## config.mk

```make
export PLATFORM = sky130hd
export DESIGN_NAME = ordered_list_insert_delete
export DESIGN_NICKNAME = d
export VERILOG_FILES = /design/src/hdl/olid_pkg.sv /design/src/hdl/ordered_list_insert_delete.sv
export SDC_FILE = /design/constraint.sdc
export NUM_CORES = 1
export LEC_CHECK = 0
export ABC_AREA = 1
export ABC_CLOCK_PERIOD_IN_PS = 2460
export CORE_ASPECT_RATIO = 0.75
export CORE_MARGIN = 5
export CORE_UTILIZATION = 35
export DETAILED_ROUTE_END_ITERATION = 8
export DONT_BUFFER_PORTS = 1
export PLACE_DENSITY_LB_ADDON = 0.15
export SLEW_MARGIN = 20
export SYNTH_ARGS = -nofsm -noshare
export SYNTH_HDL_FRONTEND = slang
export SYNTH_SLANG_ARGS = --single-unit
```

## constraint.sdc

```tcl
create_clock -name clk_i -period 2.46 [get_ports clk_i]
set_input_delay 0.492 -clock clk_i [delete_from_list [all_inputs] [get_ports clk_i]]
set_output_delay 0.492 -clock clk_i [all_outputs]
set_load 0.02 [all_outputs]
```

## src/hdl/olid_pkg.sv

```systemverilog
// Shared types and constants for the ordered list insert/delete block.
package olid_pkg;

  localparam int unsigned CapacityDef = 16;

  // Field widths of the stream payloads.
  localparam int unsigned CmdW   = 3;
  localparam int unsigned TokenW = 16;
  localparam int unsigned PosW   = 8;
  localparam int unsigned StatW  = 2;
  localparam int unsigned IdxW   = 4;
  localparam int unsigned CntW   = 5;

  typedef enum logic [CmdW-1:0] {
    CMD_PUSH_FRONT = 3'd0,
    CMD_PUSH_BACK  = 3'd1,
    CMD_INSERT     = 3'd2,
    CMD_DELETE     = 3'd3,
    CMD_REPORT_REV = 3'd4
  } cmd_e;

  typedef enum logic [StatW-1:0] {
    STATUS_DONE     = 2'd0,
    STATUS_FULL     = 2'd1,
    STATUS_NOTFOUND = 2'd2
  } status_e;

  typedef enum logic [3:0] {
    ST_IDLE,
    ST_INS_RD,
    ST_INS_WR,
    ST_DEL_RD,
    ST_DEL_CMP,
    ST_SHF_RD,
    ST_SHF_WR,
    ST_RPT_RD,
    ST_RPT_LD
  } state_e;

endpackage

```

## src/hdl/ordered_list_insert_delete.sv

```systemverilog
// Ordered token list with push, positional insert, delete and full list report.
//
// One command arrives as a transfer on the slave stream; the block then edits
// its list and sends the whole list, one transfer per entry, on the master
// stream, with tlast on the final one. An empty list gives a single transfer
// with list_empty set. s_axis_tready_o is high only while the sequencer is idle.
// All work goes through one storage array with a single write port and one
// registered read port, so every entry moved takes a read state and a write
// state: an insert moves the entries from the end down to its slot up by one,
// and a delete reads and compares entries from the front until it finds the
// token, then moves the later ones down by one to close the gap. The report
// reads each entry (last first for CMD_REPORT_REV) and loads it into the
// output register; a stall holds the output register and the sequencer waits
// on it. Reset empties the list at once (the fill count is cleared; the array
// keeps stale data that is never read) and drops any result not yet taken.
module ordered_list_insert_delete
  import olid_pkg::*;
#(
  parameter int unsigned CAPACITY = CapacityDef
) (
  input  logic        clk_i,
  input  logic        rst_ni,
  input  logic        s_axis_tvalid_i,
  output logic        s_axis_tready_o,
  // tdata: cmd [2:0], token [18:3], position [26:19], zero [31:27]
  input  logic [31:0] s_axis_tdata_i,
  output logic        m_axis_tvalid_o,
  input  logic        m_axis_tready_i,
  // tdata: status [1:0], entry_token [17:2], entry_index [21:18],
  // entry_count [26:22], list_empty [27], zero [31:28]
  output logic [31:0] m_axis_tdata_o,
  output logic        m_axis_tlast_o
);

  localparam int unsigned AW  = (CAPACITY > 1) ? $clog2(CAPACITY) : 1;
  localparam int unsigned CW  = $clog2(CAPACITY + 1);
  localparam int unsigned PW  = ((CW > PosW) ? CW : PosW) + 1;
  localparam logic [CW-1:0] FullCount = CW'(CAPACITY);

  state_e              state_q, state_d;
  logic [AW-1:0]       ptr_q, ptr_d;
  logic [AW-1:0]       at_q, at_d;
  logic [CW-1:0]       fill_q, fill_d;
  logic [TokenW-1:0]   tok_q, tok_d;
  status_e             status_q, status_d;
  logic                rev_q, rev_d;

  logic                out_valid_q, out_valid_d;
  logic                out_last_q, out_last_d;
  logic [27:0]         out_data_q, out_data_d;

  logic [TokenW-1:0]   mem [CAPACITY];
  logic [TokenW-1:0]   rd_data_q;
  logic [AW-1:0]       rd_addr;
  logic [AW-1:0]       wr_addr;
  logic [TokenW-1:0]   wr_data;
  logic                mem_we;

  logic                in_xfer;
  cmd_e                in_cmd;
  logic [TokenW-1:0]   in_tok;
  logic [PosW-1:0]     in_pos;
  logic [PW-1:0]       pos_w, fill_w;
  logic [AW-1:0]       at_calc;
  logic                is_full, is_empty;
  logic [CW-1:0]       fill_m1;
  logic                ptr_at_end;
  logic                shift_more;
  logic                out_free;
  logic                tok_match;

  assign in_xfer  = s_axis_tvalid_i && s_axis_tready_o;
  assign in_cmd   = cmd_e'(s_axis_tdata_i[CmdW-1:0]);
  assign in_tok   = s_axis_tdata_i[CmdW +: TokenW];
  assign in_pos   = s_axis_tdata_i[CmdW+TokenW +: PosW];

  assign is_full    = (fill_q == FullCount);
  assign is_empty   = (fill_q == '0);
  assign fill_m1    = fill_q - CW'(1);
  assign ptr_at_end = (CW'(ptr_q) == fill_m1);
  assign shift_more = ((CW'(ptr_q) + CW'(1)) < fill_q);
  assign out_free   = !out_valid_q || m_axis_tready_i;
  assign tok_match  = (rd_data_q == tok_q);

  // Insert slot: one or less goes to the front, past the end goes to the back.
  assign pos_w  = PW'(in_pos);
  assign fill_w = PW'(fill_q);
  always_comb begin
    case (in_cmd)
      CMD_PUSH_FRONT: at_calc = '0;
      CMD_PUSH_BACK:  at_calc = AW'(fill_q);
      CMD_INSERT: begin
        if (pos_w <= PW'(1)) begin
          at_calc = '0;
        end else if ((pos_w - PW'(1)) > fill_w) begin
          at_calc = AW'(fill_q);
        end else begin
          at_calc = AW'(pos_w - PW'(1));
        end
      end
      default:        at_calc = '0;
    endcase
  end

  // Next state.
  always_comb begin
    state_d = state_q;
    case (state_q)
      ST_IDLE: begin
        if (in_xfer) begin
          case (in_cmd)
            CMD_PUSH_FRONT, CMD_PUSH_BACK, CMD_INSERT: begin
              state_d = is_full ? ST_RPT_RD : ST_INS_RD;
            end
            CMD_DELETE: state_d = is_empty ? ST_RPT_RD : ST_DEL_RD;
            default:    state_d = ST_RPT_RD;
          endcase
        end
      end
      ST_INS_RD:  state_d = (ptr_q == at_q) ? ST_RPT_RD : ST_INS_WR;
      ST_INS_WR:  state_d = ST_INS_RD;
      ST_DEL_RD:  state_d = ST_DEL_CMP;
      ST_DEL_CMP: begin
        if (tok_match) begin
          state_d = ST_SHF_RD;
        end else if (ptr_at_end) begin
          state_d = ST_RPT_RD;
        end else begin
          state_d = ST_DEL_RD;
        end
      end
      ST_SHF_RD:  state_d = shift_more ? ST_SHF_WR : ST_RPT_RD;
      ST_SHF_WR:  state_d = ST_SHF_RD;
      ST_RPT_RD:  state_d = ST_RPT_LD;
      ST_RPT_LD: begin
        if (out_free) begin
          state_d = (is_empty || ptr_at_end) ? ST_IDLE : ST_RPT_RD;
        end
      end
      default:    state_d = ST_IDLE;
    endcase
  end

  // Datapath and outputs.
  always_comb begin
    ptr_d       = ptr_q;
    at_d        = at_q;
    fill_d      = fill_q;
    tok_d       = tok_q;
    status_d    = status_q;
    rev_d       = rev_q;
    out_valid_d = out_valid_q && !m_axis_tready_i;
    out_last_d  = out_last_q;
    out_data_d  = out_data_q;
    mem_we      = 1'b0;
    wr_addr     = ptr_q;
    wr_data     = rd_data_q;
    rd_addr     = ptr_q;
    case (state_q)
      ST_IDLE: begin
        if (in_xfer) begin
          tok_d    = in_tok;
          at_d     = at_calc;
          rev_d    = 1'b0;
          status_d = STATUS_DONE;
          ptr_d    = '0;
          case (in_cmd)
            CMD_PUSH_FRONT, CMD_PUSH_BACK, CMD_INSERT: begin
              if (is_full) begin
                status_d = STATUS_FULL;
              end else begin
                ptr_d = AW'(fill_q);
              end
            end
            CMD_DELETE: begin
              if (is_empty) begin
                status_d = STATUS_NOTFOUND;
              end
            end
            CMD_REPORT_REV: rev_d = 1'b1;
            default: ;
          endcase
        end
      end
      ST_INS_RD: begin
        rd_addr = ptr_q - AW'(1);
        if (ptr_q == at_q) begin
          mem_we  = 1'b1;
          wr_addr = at_q;
          wr_data = tok_q;
          fill_d  = fill_q + CW'(1);
          ptr_d   = '0;
        end
      end
      ST_INS_WR: begin
        rd_addr = ptr_q - AW'(1);
        mem_we  = 1'b1;
        ptr_d   = ptr_q - AW'(1);
      end
      ST_DEL_CMP: begin
        if (!tok_match) begin
          if (ptr_at_end) begin
            status_d = STATUS_NOTFOUND;
            ptr_d    = '0;
          end else begin
            ptr_d = ptr_q + AW'(1);
          end
        end
      end
      ST_SHF_RD: begin
        rd_addr = ptr_q + AW'(1);
        if (!shift_more) begin
          fill_d = fill_m1;
          ptr_d  = '0;
        end
      end
      ST_SHF_WR: begin
        rd_addr = ptr_q + AW'(1);
        mem_we  = 1'b1;
        ptr_d   = ptr_q + AW'(1);
      end
      ST_RPT_RD, ST_RPT_LD: begin
        rd_addr = rev_q ? AW'(fill_m1 - CW'(ptr_q)) : ptr_q;
        if (state_q == ST_RPT_LD && out_free) begin
          out_valid_d = 1'b1;
          if (is_empty) begin
            out_data_d = {1'b1, CntW'(0), IdxW'(0), TokenW'(0), status_q};
            out_last_d = 1'b1;
          end else begin
            out_data_d = {1'b0, CntW'(fill_q), IdxW'(rd_addr), rd_data_q, status_q};
            out_last_d = ptr_at_end;
            ptr_d      = ptr_q + AW'(1);
          end
        end
      end
      default: ;
    endcase
  end

  always_ff @(posedge clk_i or negedge rst_ni) begin
    if (!rst_ni) begin
      state_q     <= ST_IDLE;
      fill_q      <= '0;
      ptr_q       <= '0;
      out_valid_q <= 1'b0;
    end else begin
      state_q     <= state_d;
      fill_q      <= fill_d;
      ptr_q       <= ptr_d;
      out_valid_q <= out_valid_d;
    end
  end

  always_ff @(posedge clk_i) begin
    at_q       <= at_d;
    tok_q      <= tok_d;
    status_q   <= status_d;
    rev_q      <= rev_d;
    out_last_q <= out_last_d;
    out_data_q <= out_data_d;
  end

  // List storage: one write port, one registered read port.
  always_ff @(posedge clk_i) begin
    if (mem_we) begin
      mem[wr_addr] <= wr_data;
    end
    rd_data_q <= mem[rd_addr];
  end

  assign s_axis_tready_o = (state_q == ST_IDLE);
  assign m_axis_tvalid_o = out_valid_q;
  assign m_axis_tdata_o  = {4'b0000, out_data_q};
  assign m_axis_tlast_o  = out_last_q;

endmodule
```

==> impl_metrics.csv <==
group,metric,value,unit
outcome,status,"finished with violations",
outcome,failed_checks,"setup timing",
setup_path,r2r_end,"rd_data_q[11]$_DFF_P_",
setup_path,cp_max_fo,6,
sta,finalCritPeriodShare,105,%
route,vias,10996,
grt,grt.total_usage,18.1,%
final_layout,multi_input_area,5060,µm²
floorplan,initial_core_util,35.6,%
setup_path,regToRegSetupSlack,-110,ps
final_layout,num_antenna_cells,0,
final_layout,n_fill_cell,4069,
floorplan,ios,71,
grt,grt_pass1_vias,10532,
sta,rsz0062_at_grt,"true",
yosys,ys_ff_latch,338,
grt,antenna_found_initial,0,
clock_tree,numClockSinks,338,
sta,clock_skew,18.6,ps
final_layout,fin_nets,1645,
floorplan,die_y,192,µm
hold_path,whs_endpoint,"tok_q[11]$_DFFE_PP_",
yosys,async_flop_share,4.14,%
placed_design,gp_congestion,0.846,
pwr,p_leak,0.00782,µW
clock_tree,clockRootBuffer,"clkbuf_16",
yosys,synth_edf_count,308,
yosys,syn_avg_cell_area,10.4,µm²
yosys,yosys_warnings,0,
clock_tree,path_clk_slew,60,ps
yosys,yosys_most_used_dff,"edfxtp_1",
yosys,yosys-top-cells-area,"edfxtp_1 (60%), nand3_1 (11%), nand2_1 (7.9%)",
pwr,pwr_density_cell,1630,nW/µm²
sta,worstMarginPinSlew,859,ps
floorplan,core-area,43500,µm²
setup_path,timing.rr.start,"fill_q[0]$_DFFE_PN0P_",
sta,setup_viol,16,
sta,max_freq,389,MHz
floorplan,dieArea,48600,µm²
hold_path,holdPathStages,0,
clock_tree,numCtsBuffers,36,
floorplan,die_w,253,µm
clock_tree,clock_latency,540,ps
final_layout,layout_commonest_cell,"edfxtp_1",
clock_tree,ctsLongestPathBuffers,3,
route,firstDrtPassIters,5,
sta,hold_viol,0,
setup_path,worst-r2r-cell-count,18,
hold_path,min_from,"s_axis_tdata_i[14]",
yosys,synth_cell_type_count,38,
sta,setup_slack,-114,ps
yosys,yosysSeqAreaShare,64.1,%
route,drt_iter0_markers,1023,
hold_path,hold_class,"in2reg",
setup_path,worstSetupEndpointType,"register",
clock_tree,htreeDepth,2,
yosys,yosysTopAreaCellShare,59.7,%
setup_path,critPathLaunchType,"register",
final_layout,regArea,9920,µm²
final_layout,finalNonFillerCells,2196,
yosys,syn_area,15500,µm²
sta,slew_headroom,42.5,%
route,antenna_left,0,
setup_path,required,2890,ps
grt,grt-ovfl-total,0,
route,routedWlPerCell,20.6,µm
route,wl,45200,µm
sta,setup_tns,-1050,ps
final_layout,drive_gt1_share,21.8,%
placed_design,hpwl,28700,µm
placed_design,dpl.cell_count,2106,
pwr,ir_drop,0.000812,V
floorplan,core.rowCount,66,
grt,grt_max_degree,50,
final_layout,final_cell_mix,"edfxtp_1 (308), nand2_1 (302), nand3_1 (280)",
sta,slew_violations,0,
grt,grt_pass1_wl,66200,µm
yosys,synth_top_area_cell,"edfxtp_1",
final_layout,area_growth_syn_to_layout,24.8,%
setup_path,cp.arrival,3000,ps
route,vias_per_cell,5.01,
setup_path,criticalPathCategory,"reg2reg",
clock_tree,cts_tree,"built",
sta,fin_crit,2570,ps
yosys,syn_inst,1484,
route,drc_errors,0,
flow_run,cap_violations,0,
placed_design,io_buffer_count,0,
==> synth_stat cells, drive strengths merged (14+ instances only) <==
library cell	number
inv	176
buf	72
nand3	345
edfxtp	308
nand3b	34
dfrtp	14
dfxtp	16
nand2	328
nor2	64
xnor2	16
ha	18
o21ai	20
==> cells by family after synthesis <==
logic type / Yosys count / synth area share, %
adder cells (fa/ha/maj): 19 / 1.58
AND/OR/NAND/NOR: 792 / 23.5
other: 1 / 0.0242
AO/OA/AOI/OAI: 40 / 1.40
buffers and inverters: 255 / 7.06
multiplexers: 12 / 0.873
XOR/XNOR: 27 / 1.53
flip-flops: 338 / 64.1
==> per-layer routing <==
metal	part of all wire (%)	GRT usage, %	wire, µm
met1	50	28.6	22800
met2	43	26.1	19300
met3	5.4	2.79	2420
met4	1.6	3.63	714
met5	0	0	0
==> area by class of cell <==
type / instances / area share [%]
Inverter: 177 / 3.51
Clock buffer: 50 / 5.41
Multi-Input combinational cell: 894 / 26.2
Sequential cell: 338 / 51.4
Tap cell: 578 / 3.74
Clock inverter: 16 / 0.816
Timing Repair Buffer: 143 / 8.99
==> state kept, by name (all words and copies together) (netlist names) <==
register and cells:
out_data_q 28, at_q 4, mem 256, rev_q 1
ptr_q 4, m_axis_tlast_o 1, m_axis_tvalid_o 1, status_q 2
fill_q 5, rd_data_q 16, tok_q 16, state_q 4
==> per-stage QoR <==
step                instance area, µm²  util (%)  total power [µW]  setup slack [ps]  hold WS (ps)
floorplan                        15500         -             16900              43.2           196
global placement                 17100      39.4             22700              -269           197
detailed placement               17100      39.4             22700              -308           197
CTS                              18700      43.1             29600              -117          23.5
global route                     19300      44.4             33500              -237          29.2
finish                           19300      44.4             31500              -114          45.8
==> what timing repair did <==
| action | in CTS | in global routing |
|---|---|---|
| endpoints found under the hold margin | 14 | 0 |
| hold buffers | 1 | 0 |
| gates resized for setup | 63 | 86 |
| gates cloned | 1 | 7 |
| pin swaps | 19 | 27 |
| setup buffers | 11 | 7 |
| endpoints found under the setup margin | 18 | 181 |
==> report_power, final <==
group | leakage, µW | switching (µW) | internal [µW] | total [µW]
logic | 0.00415 | 10600 | 7180 | 17800
registers | 0.00310 | 477 | 7730 | 8200
clock network | 0.000570 | 2290 | 3210 | 5500
==> critical path, cell delays in order (launching register included) <==
cell and delay, ps:
dfrtp_2 380, inv_2 60, ha_4 280, inv_4 40, fa_2 540, nand2_2 60
o21ai_4 70, nand2_2 90, nand2_2 80, nor2_2 50, nor2_4 100, buf_12 140
buf_12 130, buf_8 130, nand3_2 70, nand3_2 60, nand2_2 60, nand2_2 60
nand2_1 50
==> worst max path at each step <==
stage,startpoint,to,slack [ps],cells after the start
3_5_place_dp,fill_q[0]$_DFFE_PN0P_,rd_data_q[11]$_DFF_P_,-310,16
2_1_floorplan,fill_q[1]$_DFFE_PN0P_,rd_data_q[3]$_DFF_P_,40,16
5_1_grt,fill_q[0]$_DFFE_PN0P_,rd_data_q[11]$_DFF_P_,-240,18
4_1_cts,fill_q[0]$_DFFE_PN0P_,rd_data_q[12]$_DFF_P_,-120,17
3_3_place_gp,fill_q[0]$_DFFE_PN0P_,rd_data_q[4]$_DFF_P_,-270,16
6_report,fill_q[0]$_DFFE_PN0P_,rd_data_q[11]$_DFF_P_,-110,18
No activity file was read; power rests on OpenSTA's default activity.
